===== src/design/fss_pkg.sv =====
// Shared types, constants and byte helpers for the fuzzy subsequence scorer.
// Used by every module of the block; depends on nothing.
package fss_pkg;

  // Query storage and field widths
  localparam int QUERY_MAX   = 32;
  localparam int QLEN_W      = 6;
  localparam int POS_W       = 16;
  localparam int LAST_W      = POS_W + 2;
  localparam int SCORE_W     = 19;
  localparam int CFG_ADDR_W  = 3;
  localparam int CFG_DATA_W  = 64;
  localparam int BYTES_PER_REG = 8;

  // Configuration register indexes
  localparam logic [CFG_ADDR_W-1:0] REG_QUERY_LENGTH  = 3'd0;
  localparam logic [CFG_ADDR_W-1:0] REG_QUERY_BYTES_0 = 3'd1;
  localparam logic [CFG_ADDR_W-1:0] REG_QUERY_BYTES_1 = 3'd2;
  localparam logic [CFG_ADDR_W-1:0] REG_QUERY_BYTES_2 = 3'd3;
  localparam logic [CFG_ADDR_W-1:0] REG_QUERY_BYTES_3 = 3'd4;

  // Result word kinds
  localparam logic KIND_RANGE = 1'b0;
  localparam logic KIND_SCORE = 1'b1;

  // Score terms
  localparam logic signed [SCORE_W-1:0] SC_MATCH    = 19'sd16;
  localparam logic signed [SCORE_W-1:0] SC_EXACT    = 19'sd2;
  localparam logic signed [SCORE_W-1:0] SC_BOUNDARY = 19'sd8;
  localparam logic signed [SCORE_W-1:0] SC_CONTIG   = 19'sd12;
  localparam logic signed [SCORE_W-1:0] SC_NONE     = -19'sd1;
  localparam logic [LAST_W-1:0]         LAST_RESET  = LAST_W'(-2); // minus two

  // Separator bytes
  localparam logic [7:0] CH_SLASH  = 8'h2F;
  localparam logic [7:0] CH_BSLASH = 8'h5C;
  localparam logic [7:0] CH_UNDER  = 8'h5F;
  localparam logic [7:0] CH_DASH   = 8'h2D;
  localparam logic [7:0] CH_DOT    = 8'h2E;
  localparam logic [7:0] CH_SPACE  = 8'h20;

  // Classified input word, front to back
  typedef struct packed {
    logic [7:0]       cbyte;
    logic [POS_W:0]   pos;     // position before this byte, saturates at 2^POS_W
    logic             bnd;     // word boundary at this byte
    logic             is_byte; // clear for an empty-candidate word
    logic             done;    // word closes the candidate
    logic [POS_W-1:0] len;     // saturated candidate length after this word
  } fss_word_t;

  // Result word
  typedef struct packed {
    logic                      kind;
    logic [POS_W-1:0]          rstart;
    logic [POS_W:0]            rend;
    logic                      matched;
    logic signed [SCORE_W-1:0] score;
    logic                      last;
  } fss_res_t;

  function automatic logic is_upper(input logic [7:0] c);
    return (c >= 8'h41) && (c <= 8'h5A);
  endfunction

  function automatic logic is_lower(input logic [7:0] c);
    return (c >= 8'h61) && (c <= 8'h7A);
  endfunction

  function automatic logic [7:0] fold(input logic [7:0] c);
    return is_upper(c) ? c + 8'd32 : c;
  endfunction

  function automatic logic is_sep(input logic [7:0] c);
    return (c == CH_SLASH) || (c == CH_BSLASH) || (c == CH_UNDER) ||
           (c == CH_DASH) || (c == CH_DOT) || (c == CH_SPACE);
  endfunction

endpackage


===== src/design/fss_front.sv =====
// Front end: accepts candidate bytes, tracks position and previous byte,
// and classifies each word for the back end. Depends on fss_pkg.
module fss_front (
  input  logic              clk_i,
  input  logic              rst_ni,
  input  logic              push_i,
  input  logic              q_full_i,
  input  logic [7:0]        cand_byte_i,
  input  logic              end_of_candidate_i,
  input  logic              empty_candidate_i,
  output logic              q_push_o,
  output fss_pkg::fss_word_t word_o
);
  import fss_pkg::*;

  logic [POS_W:0] pos_q, pos_d, pos_inc;
  logic [7:0]     prev_q, prev_d;
  logic           acc;

  assign acc      = push_i && !q_full_i;
  assign q_push_o = acc;

  // Saturating position step
  assign pos_inc = pos_q[POS_W] ? pos_q : pos_q + 1'b1;

  // Classify the incoming word
  always_comb begin
    word_o.cbyte   = cand_byte_i;
    word_o.pos     = pos_q;
    word_o.bnd     = (pos_q == '0) || is_sep(prev_q) ||
                     (is_lower(prev_q) && is_upper(cand_byte_i));
    word_o.is_byte = !empty_candidate_i;
    word_o.done    = empty_candidate_i || end_of_candidate_i;
    if (empty_candidate_i) begin
      word_o.len = pos_q[POS_W] ? {POS_W{1'b1}} : pos_q[POS_W-1:0];
    end else begin
      word_o.len = pos_inc[POS_W] ? {POS_W{1'b1}} : pos_inc[POS_W-1:0];
    end
  end

  // Advance position, clear at candidate end
  always_comb begin
    pos_d  = pos_q;
    prev_d = prev_q;
    if (acc) begin
      if (word_o.done) begin
        pos_d  = '0;
        prev_d = '0;
      end else begin
        pos_d  = pos_inc;
        prev_d = cand_byte_i;
      end
    end
  end

  always_ff @(posedge clk_i or negedge rst_ni) begin
    if (!rst_ni) begin
      pos_q  <= '0;
      prev_q <= '0;
    end else begin
      pos_q  <= pos_d;
      prev_q <= prev_d;
    end
  end

endmodule


===== src/design/fss_queue.sv =====
// Four-entry word queue between front and back end.
// Depends on fss_pkg.
module fss_queue (
  input  logic               clk_i,
  input  logic               rst_ni,
  input  logic               push_i,
  input  fss_pkg::fss_word_t wdata_i,
  output logic               full_o,
  input  logic               pop_i,
  output logic               empty_o,
  output fss_pkg::fss_word_t rdata_o
);
  import fss_pkg::*;

  fss_word_t  mem_q [4];
  logic [1:0] wp_q, wp_d, rp_q, rp_d;
  logic [2:0] cnt_q, cnt_d;

  assign full_o  = (cnt_q == 3'd4);
  assign empty_o = (cnt_q == 3'd0);
  assign rdata_o = mem_q[rp_q];

  // Advance pointers and count
  always_comb begin
    wp_d  = wp_q + {1'b0, push_i};
    rp_d  = rp_q + {1'b0, pop_i};
    cnt_d = cnt_q + {2'b0, push_i} - {2'b0, pop_i};
  end

  always_ff @(posedge clk_i or negedge rst_ni) begin
    if (!rst_ni) begin
      wp_q  <= '0;
      rp_q  <= '0;
      cnt_q <= '0;
    end else begin
      wp_q  <= wp_d;
      rp_q  <= rp_d;
      cnt_q <= cnt_d;
    end
  end

  // Store the word
  always_ff @(posedge clk_i) begin
    if (push_i) begin
      mem_q[wp_q] <= wdata_i;
    end
  end

endmodule


===== src/design/fss_back.sv =====
// Back end: holds the query registers, matches words against the query,
// keeps the running score and emits range and score results. Depends on fss_pkg.
module fss_back (
  input  logic                                clk_i,
  input  logic                                rst_ni,
  input  logic                                cfg_we_i,
  input  logic [fss_pkg::CFG_ADDR_W-1:0]      cfg_addr_i,
  input  logic [fss_pkg::CFG_DATA_W-1:0]      cfg_wdata_i,
  input  logic                                q_empty_i,
  input  fss_pkg::fss_word_t                  word_i,
  output logic                                q_pop_o,
  input  logic                                room_i,
  output logic [2:0]                          res_vld_o,
  output fss_pkg::fss_res_t                   res_o [3]
);
  import fss_pkg::*;

  // Query registers
  logic [QLEN_W-1:0]          qlen_q;
  logic [QUERY_MAX-1:0][7:0]  qbytes_q;

  // Candidate state
  logic [QLEN_W-1:0]          qi_q, qi_d;
  logic signed [SCORE_W-1:0]  acc_q, acc_d;
  logic [LAST_W-1:0]          last_q, last_d;
  logic [POS_W-1:0]           first_q, first_d;
  logic [POS_W-1:0]           rstart_q, rstart_d;
  logic                       run_q, run_d;

  logic                       fire, hit, contig, exact, done, close_old, close_fin;
  logic [QLEN_W-1:0]          qlen;
  logic [7:0]                 qbyte;
  logic [LAST_W-1:0]          pos18, lastp1, gap, last_nx_p1;
  logic signed [SCORE_W-1:0]  base, delta, acc_nx;
  logic [QLEN_W-1:0]          qi_nx;
  logic [LAST_W-1:0]          last_nx;
  logic [POS_W-1:0]           first_nx, rstart_nx;
  logic                       run_nx;
  logic [POS_W-1:0]           diff;
  logic [POS_W:0]             pen;
  logic signed [SCORE_W:0]    sc_wide;
  logic signed [SCORE_W-1:0]  sc_sat, sc_out;
  logic                       m_out;

  // Write configuration
  always_ff @(posedge clk_i or negedge rst_ni) begin
    if (!rst_ni) begin
      qlen_q   <= '0;
      qbytes_q <= '0;
    end else if (cfg_we_i) begin
      case (cfg_addr_i)
        REG_QUERY_LENGTH:  qlen_q <= cfg_wdata_i[QLEN_W-1:0];
        REG_QUERY_BYTES_0: qbytes_q[0*BYTES_PER_REG +: BYTES_PER_REG] <= cfg_wdata_i;
        REG_QUERY_BYTES_1: qbytes_q[1*BYTES_PER_REG +: BYTES_PER_REG] <= cfg_wdata_i;
        REG_QUERY_BYTES_2: qbytes_q[2*BYTES_PER_REG +: BYTES_PER_REG] <= cfg_wdata_i;
        REG_QUERY_BYTES_3: qbytes_q[3*BYTES_PER_REG +: BYTES_PER_REG] <= cfg_wdata_i;
        default: ;
      endcase
    end
  end

  assign fire    = !q_empty_i && room_i;
  assign q_pop_o = fire;
  assign qlen    = (qlen_q > QLEN_W'(QUERY_MAX)) ? QLEN_W'(QUERY_MAX) : qlen_q;
  assign qbyte   = qbytes_q[qi_q[4:0]];
  assign exact   = (qbyte == word_i.cbyte);

  // Match the word against the current query byte
  always_comb begin
    hit    = fire && word_i.is_byte && !word_i.pos[POS_W] && (qi_q < qlen) &&
             (fold(qbyte) == fold(word_i.cbyte));
    pos18  = {1'b0, word_i.pos};
    lastp1 = last_q + LAST_W'(1);
    contig = (pos18 == lastp1);
    gap    = pos18 - lastp1;
    base   = SC_MATCH + (exact ? SC_EXACT : '0) + (word_i.bnd ? SC_BOUNDARY : '0);
    delta  = contig ? base + SC_CONTIG : base - $signed({1'b0, gap});
    acc_nx = hit ? acc_q + delta : acc_q;
    qi_nx  = hit ? qi_q + 1'b1 : qi_q;
    last_nx  = hit ? pos18 : last_q;
    first_nx = (hit && (qi_q == '0)) ? word_i.pos[POS_W-1:0] : first_q;
    close_old = hit && run_q && !contig;
    rstart_nx = (hit && !(run_q && contig)) ? word_i.pos[POS_W-1:0] : rstart_q;
    run_nx    = run_q || hit;
    done      = fire && word_i.done;
    close_fin = done && run_nx;
    last_nx_p1 = last_nx + LAST_W'(1);
  end

  // Work out the final score
  always_comb begin
    diff    = (word_i.len > {{(POS_W-QLEN_W){1'b0}}, qlen}) ?
              word_i.len - {{(POS_W-QLEN_W){1'b0}}, qlen} : '0;
    pen     = {3'b0, diff[POS_W-1:2]} + {1'b0, first_nx};
    sc_wide = {acc_nx[SCORE_W-1], acc_nx} - $signed({{(SCORE_W-POS_W){1'b0}}, pen});
    if (sc_wide[SCORE_W] != sc_wide[SCORE_W-1]) begin
      sc_sat = sc_wide[SCORE_W] ? {1'b1, {(SCORE_W-1){1'b0}}} : {1'b0, {(SCORE_W-1){1'b1}}};
    end else begin
      sc_sat = sc_wide[SCORE_W-1:0];
    end
    if (qlen == '0) begin
      m_out  = 1'b1;
      sc_out = '0;
    end else if (qi_nx == qlen) begin
      m_out  = 1'b1;
      sc_out = sc_sat;
    end else begin
      m_out  = 1'b0;
      sc_out = SC_NONE;
    end
  end

  // Build the result words
  always_comb begin
    res_o[0]         = '0;
    res_o[0].kind    = KIND_RANGE;
    res_o[0].rstart  = rstart_q;
    res_o[0].rend    = lastp1[POS_W:0];
    res_o[1]         = '0;
    res_o[1].kind    = KIND_RANGE;
    res_o[1].rstart  = rstart_nx;
    res_o[1].rend    = last_nx_p1[POS_W:0];
    res_o[2]         = '0;
    res_o[2].kind    = KIND_SCORE;
    res_o[2].matched = m_out;
    res_o[2].score   = sc_out;
    res_o[2].last    = 1'b1;
    res_vld_o        = {done, close_fin, close_old};
  end

  // Hold, advance or clear candidate state
  always_comb begin
    qi_d     = qi_q;
    acc_d    = acc_q;
    last_d   = last_q;
    first_d  = first_q;
    rstart_d = rstart_q;
    run_d    = run_q;
    if (done) begin
      qi_d     = '0;
      acc_d    = '0;
      last_d   = LAST_RESET;
      first_d  = '0;
      rstart_d = '0;
      run_d    = 1'b0;
    end else if (fire) begin
      qi_d     = qi_nx;
      acc_d    = acc_nx;
      last_d   = last_nx;
      first_d  = first_nx;
      rstart_d = rstart_nx;
      run_d    = run_nx;
    end
  end

  always_ff @(posedge clk_i or negedge rst_ni) begin
    if (!rst_ni) begin
      qi_q     <= '0;
      acc_q    <= '0;
      last_q   <= LAST_RESET;
      first_q  <= '0;
      rstart_q <= '0;
      run_q    <= 1'b0;
    end else begin
      qi_q     <= qi_d;
      acc_q    <= acc_d;
      last_q   <= last_d;
      first_q  <= first_d;
      rstart_q <= rstart_d;
      run_q    <= run_d;
    end
  end

endmodule


===== src/design/fss_outq.sv =====
// Eight-entry result queue that takes up to three words per cycle in order.
// Depends on fss_pkg.
module fss_outq (
  input  logic              clk_i,
  input  logic              rst_ni,
  input  logic [2:0]        wr_vld_i,
  input  fss_pkg::fss_res_t wr_data_i [3],
  output logic              room_o,
  input  logic              pop_i,
  output logic              empty_o,
  output fss_pkg::fss_res_t rd_data_o
);
  import fss_pkg::*;

  fss_res_t   mem_q [8];
  logic [2:0] wp_q, wp_d, rp_q, rp_d;
  logic [3:0] cnt_q, cnt_d;
  logic [1:0] nwr;
  logic [1:0] off [3];
  logic       do_pop;

  assign empty_o   = (cnt_q == 4'd0);
  assign room_o    = (cnt_q <= 4'd5);
  assign rd_data_o = mem_q[rp_q];
  assign do_pop    = pop_i && !empty_o;

  // Pack valid words into consecutive slots
  always_comb begin
    off[0] = 2'd0;
    off[1] = {1'b0, wr_vld_i[0]};
    off[2] = {1'b0, wr_vld_i[0]} + {1'b0, wr_vld_i[1]};
    nwr    = off[2] + {1'b0, wr_vld_i[2]};
    wp_d   = wp_q + {1'b0, nwr};
    rp_d   = rp_q + {2'b0, do_pop};
    cnt_d  = cnt_q + {2'b0, nwr} - {3'b0, do_pop};
  end

  always_ff @(posedge clk_i or negedge rst_ni) begin
    if (!rst_ni) begin
      wp_q  <= '0;
      rp_q  <= '0;
      cnt_q <= '0;
    end else begin
      wp_q  <= wp_d;
      rp_q  <= rp_d;
      cnt_q <= cnt_d;
    end
  end

  // Store the words
  always_ff @(posedge clk_i) begin
    for (int j = 0; j < 3; j++) begin
      if (wr_vld_i[j]) begin
        mem_q[wp_q + {1'b0, off[j]}] <= wr_data_i[j];
      end
    end
  end

endmodule


===== src/design/fuzzy_subsequence_scorer.sv =====
// Fuzzy subsequence scorer: front classifier, word queue, scoring back end,
// result queue. Takes one candidate byte per cycle while the word queue is not full;
// depends on fss_pkg. A byte is registered in the word queue; once the back end takes it,
// its results are written to the result queue, from whose head they are popped.
// Throughput: one byte per cycle, through a combinational match and score step;
// the back end waits only when the result queue has fewer than three free slots.
// Reset: all queues empty, query length zero, query bytes zero, candidate cleared.
module fuzzy_subsequence_scorer (
  input  logic                                 clk_i,
  input  logic                                 rst_ni,
  input  logic                                 push,
  output logic                                 full,
  input  logic [7:0]                           cand_byte_i,
  input  logic                                 end_of_candidate_i,
  input  logic                                 empty_candidate_i,
  input  logic                                 cfg_we_i,
  input  logic [fss_pkg::CFG_ADDR_W-1:0]       cfg_addr_i,
  input  logic [fss_pkg::CFG_DATA_W-1:0]       cfg_wdata_i,
  output logic                                 empty,
  input  logic                                 pop,
  output logic                                 item_kind_o,
  output logic [fss_pkg::POS_W-1:0]            range_start_o,
  output logic [fss_pkg::POS_W:0]              range_end_o,
  output logic                                 matched_o,
  output logic signed [fss_pkg::SCORE_W-1:0]   score_o,
  output logic                                 last_of_run_o
);
  import fss_pkg::*;

  fss_word_t  f_word, b_word;
  logic       f_push, q_full, q_empty, b_pop, room;
  logic [2:0] res_vld;
  fss_res_t   res [3];
  fss_res_t   head;

  fss_front u_front (
    .clk_i              (clk_i),
    .rst_ni             (rst_ni),
    .push_i             (push),
    .q_full_i           (q_full),
    .cand_byte_i        (cand_byte_i),
    .end_of_candidate_i (end_of_candidate_i),
    .empty_candidate_i  (empty_candidate_i),
    .q_push_o           (f_push),
    .word_o             (f_word)
  );

  fss_queue u_queue (
    .clk_i   (clk_i),
    .rst_ni  (rst_ni),
    .push_i  (f_push),
    .wdata_i (f_word),
    .full_o  (q_full),
    .pop_i   (b_pop),
    .empty_o (q_empty),
    .rdata_o (b_word)
  );

  fss_back u_back (
    .clk_i       (clk_i),
    .rst_ni      (rst_ni),
    .cfg_we_i    (cfg_we_i),
    .cfg_addr_i  (cfg_addr_i),
    .cfg_wdata_i (cfg_wdata_i),
    .q_empty_i   (q_empty),
    .word_i      (b_word),
    .q_pop_o     (b_pop),
    .room_i      (room),
    .res_vld_o   (res_vld),
    .res_o       (res)
  );

  fss_outq u_outq (
    .clk_i     (clk_i),
    .rst_ni    (rst_ni),
    .wr_vld_i  (res_vld),
    .wr_data_i (res),
    .room_o    (room),
    .pop_i     (pop),
    .empty_o   (empty),
    .rd_data_o (head)
  );

  // Drive the result ports from the queue head
  assign full          = q_full;
  assign item_kind_o   = head.kind;
  assign range_start_o = head.rstart;
  assign range_end_o   = head.rend;
  assign matched_o     = head.matched;
  assign score_o       = head.score;
  assign last_of_run_o = head.last;

endmodule


===== config.mk =====
export PLATFORM = sky130hd
export DESIGN_NAME = fuzzy_subsequence_scorer
export DESIGN_NICKNAME = d
export VERILOG_FILES = /design/src/design/fss_pkg.sv /design/src/design/fss_front.sv /design/src/design/fss_queue.sv /design/src/design/fss_back.sv /design/src/design/fss_outq.sv /design/src/design/fuzzy_subsequence_scorer.sv
export SDC_FILE = /design/constraint.sdc
export NUM_CORES = 2
export LEC_CHECK = 0
export ABC_AREA = 1
export BUFFER_PORTS_ARGS = -buffer_cell sky130_fd_sc_hd__buf_2
export CORE_MARGIN = 4
export CORE_UTILIZATION = 45
export CTS_BUF_LIST = sky130_fd_sc_hd__clkbuf_16
export CTS_CLUSTER_SIZE = 40
export DETAILED_ROUTE_END_ITERATION = 8
export GPL_TIMING_DRIVEN = 0
export PLACE_DENSITY_LB_ADDON = 0.12
export SYNTH_ARGS = -nofsm -noshare
export SYNTH_HDL_FRONTEND = slang
export SYNTH_SLANG_ARGS = --single-unit
export TNS_END_PERCENT = 20

===== constraint.sdc =====
create_clock -name clk_i -period 7.2 [get_ports clk_i]
set_input_delay 1.44 -clock clk_i [delete_from_list [all_inputs] [get_ports clk_i]]
set_output_delay 1.44 -clock clk_i [all_outputs]
set_load 0.005 [all_outputs]

* Yosys cells after proc, flatten, opt, wreduce, memory -nomap -nowiden
Memories as Yosys holds them, arrays and structs flattened.
Index checks and enable logic that the tools add are counted.
** Word-level totals
- Register bits after elaboration :: 380
- Bits in writable memories :: 616
- Output and inout port bits :: 57
- Logic and storage cells :: 198
- Memories :: 2
** Memory list
- u_outq.mem_q :: words 8, width 55, read ports 1, clocked after memory_dff 0, wr ports 3, RTL line fss_outq.sv:15 : fss_res_t mem_q [8];
- u_queue.mem_q :: words 4, width 44, read ports 1, clocked after memory_dff 0, wr ports 1, RTL line fss_queue.sv:15 : fss_word_t mem_q [4];
** Operators by class
- Add/subtract/negate cells :: 27
- $lt $le $gt $ge :: 13
- Eq/ne operators :: 16
- Multiplexer cells :: 46
- Reduce and logical (&&, ||, !) cells :: 47
** Operators with widths (number)
- 16-bit two-way mux :: 10
- 19-bit two-way mux :: 8
- 18-bit two-way mux :: 3
- 8-bit binary-select mux with 5-bit select :: 1
- 19-bit adder :: 2
- 17-bit by 1-bit adder with 17-bit output (second input constant) :: 2
- 17-bit two-way mux :: 2
- 8-bit by 6-bit equality test with 1-bit output (second input constant) :: 4
- 8-bit by 7-bit >= comparator with 1-bit output (second input constant) :: 4
- 8-bit by 7-bit less-or-equal comparator with 1-bit output (second input constant) :: 4
- 8-bit two-way mux :: 4
- 6-bit two-way mux :: 4
- 19-bit by 18-bit subtractor with 20-bit output :: 1
- 19-bit by 5-bit adder with 19-bit output (second input constant) :: 1
- 5-bit by 19-bit adder with 19-bit output (first input constant) :: 1
- 1-bit logical AND :: 19
- 19-bit subtractor :: 1
- 18-bit by 1-bit adder with 18-bit output (second input constant) :: 1
- 17-bit by 18-bit equality test with 1-bit output :: 1
- 17-bit by 18-bit subtractor with 18-bit output :: 1
- 14-bit by 16-bit adder with 17-bit output :: 1
- 17-bit zero test :: 1
- 8-bit by 6-bit adder with 8-bit output (second input constant) :: 2
- 8-bit by 7-bit equality test with 1-bit output (second input constant) :: 2
- 30 further kinds :: 69

* Depth between registers and ports, before layout
- Depth in word-level cells :: 15
- Mapped depth :: 62
- Depth with buffers taken out :: 56

* Modules after synthesis
From an unflattened synthesis, not the netlist that was laid out.
** Unflattened totals
- Cells, all modules :: 8346
- Area, all modules :: 62309.8 µm²
** Modules (own cells, without submodules)
- fss_outq :: times used 1, cells each 4122, area an instance 30229.0 µm², sequential area each 13462.9 µm²
- fss_back :: times used 1, cells each 3217, area an instance 22470.3 µm², sequential area each 8479.4 µm²
- fss_queue :: times used 1, cells each 725, area an instance 7739.9 µm², sequential area each 5460.2 µm²
- fss_front :: times used 1, cells each 282, area an instance 1870.5 µm², sequential area each 625.6 µm²

* Worst setup path before layout
OpenSTA, ideal clock, no wires.
- Kind :: reg-to-reg
- Start :: register u_back.last_q[1]
- End :: memory u_outq.mem_q[5][14] (netlist name) (data pin)
- Arrival time :: 7.391 ns
- Data required time :: 6.934 ns
- Path slack :: -0.457 ns
- Cell stages (with the launch flop) :: 50
- Path buffers :: 1
- Cells stage by stage :: dfstp_2 > ha_1 > nand3_1 > nor2_1 > nand3_1 > nor2_1 > inv_1 > nor3_1 > inv_1 > nor3_1 > nand2_1 > xor2_1 > ha_1 > inv_1 > nor3_1 > nand2_1 > nor4_1 > nand2_1 > [... 14 more ...] > a21oi_1 > a21boi_0 > o21ai_0 > a21boi_0 > o21ai_0 > a21boi_0 > inv_1 > a21oi_1 > nand2_1 > inv_1 > nand2_2 > buf_2 > nand3_1 > nand2_1 > inv_1 > nand2_1 > nand2_1 > nor2_1
** RTL lines
- from (decl) :: RTL line fss_back.sv:25 : logic [LAST_W-1:0] last_q, last_d;
- from (signal assigned) :: RTL line fss_back.sv:167 : last_q <= last_d;
- to (decl) :: RTL line fss_outq.sv:15

==> impl_metrics.toml <==
[synthesis]
synth_edf_count = 336
synth_common_cells = "nand2_1, nor2_1, o21ai_0"
async_flop_share = 0.385
yosysWarnings = 0
synth_cells = 6748
synth.area.top_cells = "edfxtp_1, dfrtp_1, nand2_1, dfxtp_1, o21ai_0"
dominantRegCellSynth = "dfrtp_1"
synth_top_cell_by_area = "edfxtp_1"
yosysSeqAreaShare = 0.483
netlist_area_mm2 = 0.0519
synthMostInstantiatedCell = "nand2_1"
synth_top_area_share = 0.195
synth_cell_types = 59
yosys_register_bits = 988
syn_area_per_cell_um2 = 7.69
synth.net_count = 6947

[setup_path]
cpMostUsedCell = "nand2_1"
worstPathRequired_ns = 7.82
crit_slowest_cell = "clkinv_1"
reg2reg_slack_ns = -0.47
crit_path_start_kind = "flop"
crit_start = "u_back.last_q[1]$_DFFE_PN1P_"
cp.arrival_ns = 8.29
r2r_cells = 31
regToRegStartpoint = "u_back.last_q[1]$_DFFE_PN1P_"
end_kind = "flop"
cpPeakStageDelay_ns = 0.65
path_class = "flop to flop"
r2r-end = "u_outq.mem_q[3][36]$_SDFFE_PP0P_"
crit_path_end = "u_outq.mem_q[3][36]$_SDFFE_PP0P_"
cp_max_fo = 11

[timing]
worst_slack_ns = -0.471
maxSlewHeadroom = 0.113
worstMarginPinSlew_ns = 1.32
fin_crit_ns = 7.67
fmax_ghz = 0.130
drv_slew = 0
hold_viol = 0
clock_skew_ns = 0.0346
rsz0062_at_grt = "yes"
fin_crit_sh = 1.07
finalSetupViolations = 206

[die]
io_pins = 139
row_count = 124
core_mm2 = 0.114
dieHeight_um = 348
die_w_um = 348
start_util = 0.454
die_area_mm2 = 0.121

[clock_network]
clk_pin_slew_ns = 0.06
cts_tree = "yes"
cts_max_path_buffers = 3
cts-buffers-inserted = 112
h-tree-depth = 3
clock-sinks = 988
cts-root-buf = "clkbuf_16"
clock_latency_ns = 0.73
ctsHoldBuffers = 0

[finish]
final_core_util = 0.544
num-fill-cells = 10771
multi_input_area_mm2 = 0.0248
drive_above_1_share = 0.152
nets = 7340
syn_to_final_growth_pct = 19.9
regArea_mm2 = 0.0251

[drt]
drt-initial-drc-count = 5970
via_count = 49812
wirelength_um = 209000
vias_per_cell = 5.69
drc = 0
wire_per_inst_um = 23.9
drtPass1Iterations = 6
postRouteAntennaNets = 0

[grt]
grt_pass1_wl_um = 305000
grt_pass1_vias = 47147
antenna_found_initial = 0
grt_max_degree = 110
grt_usage = 0.335
globalRouteOverflowTotal = 0

[job]
drv_cap = 0

[pwr]
power.total_w = 0.0244
irDropWorstVdd_mv = 0.329
power.density_mw_per_mm2 = 392
power_leakage_nw = 27.9

[outcome]
status = "complete, but fails checks"
violations = "negative setup slack"

[placement]
gp_congestion = 1.03
hpwl_um = 155000
numPortBuffers = 138

[worst_hold_path]
hold_path_class = "flop to flop"
registers in the layout (all words and copies together), names as in the netlist:
signal / flops
u_back.qbytes_q: 256
u_outq.cnt_q: 4
u_back.qlen_q: 6
u_back.qi_q: 6
u_back.last_q: 18
u_queue.cnt_q: 3
u_outq.wp_q: 3
u_back.first_q: 16
u_queue.rp_q: 2
u_queue.wp_q: 2
u_back.acc_q: 19
u_back.rstart_q: 16
u_queue.mem_q: 176
u_front.prev_q: 8
u_back.run_q: 1
u_outq.mem_q: 432
u_outq.rp_q: 3
u_front.pos_q: 17
cell usage in the layout (no fill, tap or decap), types with 37 or more instances in the layout:
cell,instances
a21oi_1,336
a31oi_1,102
buf_2,193
buf_4,106
buf_6,54
clkbuf_1,211
clkbuf_16,118
clkinv_1,37
dfrtp_1,362
dfxtp_1,272
edfxtp_1,336
ha_1,81
inv_1,638
inv_2,46
nand2_1,1639
nand2_2,75
nand3_1,330
nand3_2,42
nor2_1,641
nor2_2,95
o21ai_0,682
o21ai_1,97
o22ai_1,102
xor2_1,56
critical path, delay by kind of cell, from the launching register on:
family / cells / cell delay, ns
flops: 1 / 0.56
fa+ha+maj: 5 / 1.53
simple gates: 17 / 3.23
xor+xnor: 1 / 0.61
buf+inv: 7 / 1.52
compound gates: 1 / 0.09
per-stage QoR:
step / hold WS (ns) / std cells / setup TNS [ns] / area [um^2] / worst slack (ns)
2_1_floorplan: 0.414 / 6748 / 0 / 51900 / 0.0246
3_3_place_gp: 0.427 / 8398 / -2240.71 / 54500 / -3.36
3_5_place_dp: 0.429 / 8422 / -914.68 / 54900 / -2.42
4_1_cts: 0.445 / 8728 / -23.40 / 61300 / -0.215
5_1_grt: 0.466 / 8749 / -144.54 / 62200 / -0.834
6_report: 0.448 / 8751 / -72.00 / 62200 / -0.471
area by class of cell:
type                       instances  share of cell area
clock buffer                     113              0.0454
inverter                         689              0.0425
sequential                       988               0.403
multi-input combinational       4700               0.398
buffer                           373              0.0346
tap                             1512              0.0304
clock inverter                    97              0.0139
timing repair buffer             277              0.0322
antenna                            2           0.0000804
what timing repair did:
item	CTS	global route
endpoints found under the setup margin	591	460
pin swaps	96	84
resized for setup	513	202
setup buffers	88	21
cloned	8	1
layer usage:
metal / share of wire / routed length [um] / track usage
met5: 0 / 0 / 0
met4: 0.061 / 12800 / 0.171
met3: 0.082 / 17200 / 0.0488
met2: 0.45 / 95000 / 0.538
met1: 0.40 / 84000 / 0.444
kinds of logic after synthesis:
group           count (synthesis)  synth area share
compound gates               1506             0.157
xor+xnor                       96            0.0162
fa+ha+maj                     117            0.0297
buf+inv                      1063            0.0805
flops                         988             0.483
mux                             3          0.000579
simple gates                 2975             0.233
worst min path at each step:
stage                                                 from                               end  depth (start not counted)
final                     u_outq.mem_q[3][32]$_SDFFE_PP0P_  u_outq.mem_q[3][32]$_SDFFE_PP0P_                          2
after global routing      u_outq.mem_q[3][26]$_SDFFE_PP0P_  u_outq.mem_q[3][26]$_SDFFE_PP0P_                          2
after CTS                  u_outq.mem_q[3][0]$_SDFFE_PP1P_   u_outq.mem_q[3][0]$_SDFFE_PP1P_                          2
after detailed placement   u_outq.mem_q[3][0]$_SDFFE_PP1P_   u_outq.mem_q[3][0]$_SDFFE_PP1P_                          2
after global placement     u_outq.mem_q[4][0]$_SDFFE_PP1P_   u_outq.mem_q[4][0]$_SDFFE_PP1P_                          2
after floorplan            u_outq.mem_q[0][0]$_SDFFE_PP1P_   u_outq.mem_q[0][0]$_SDFFE_PP1P_                          2
power by group:
part | internal (W) | switching (W)
registers | 0.00679 | 0.000375
clock network | 0.00335 | 0.00249
logic | 0.00364 | 0.00776
Power figures use the tool's default switching activity.
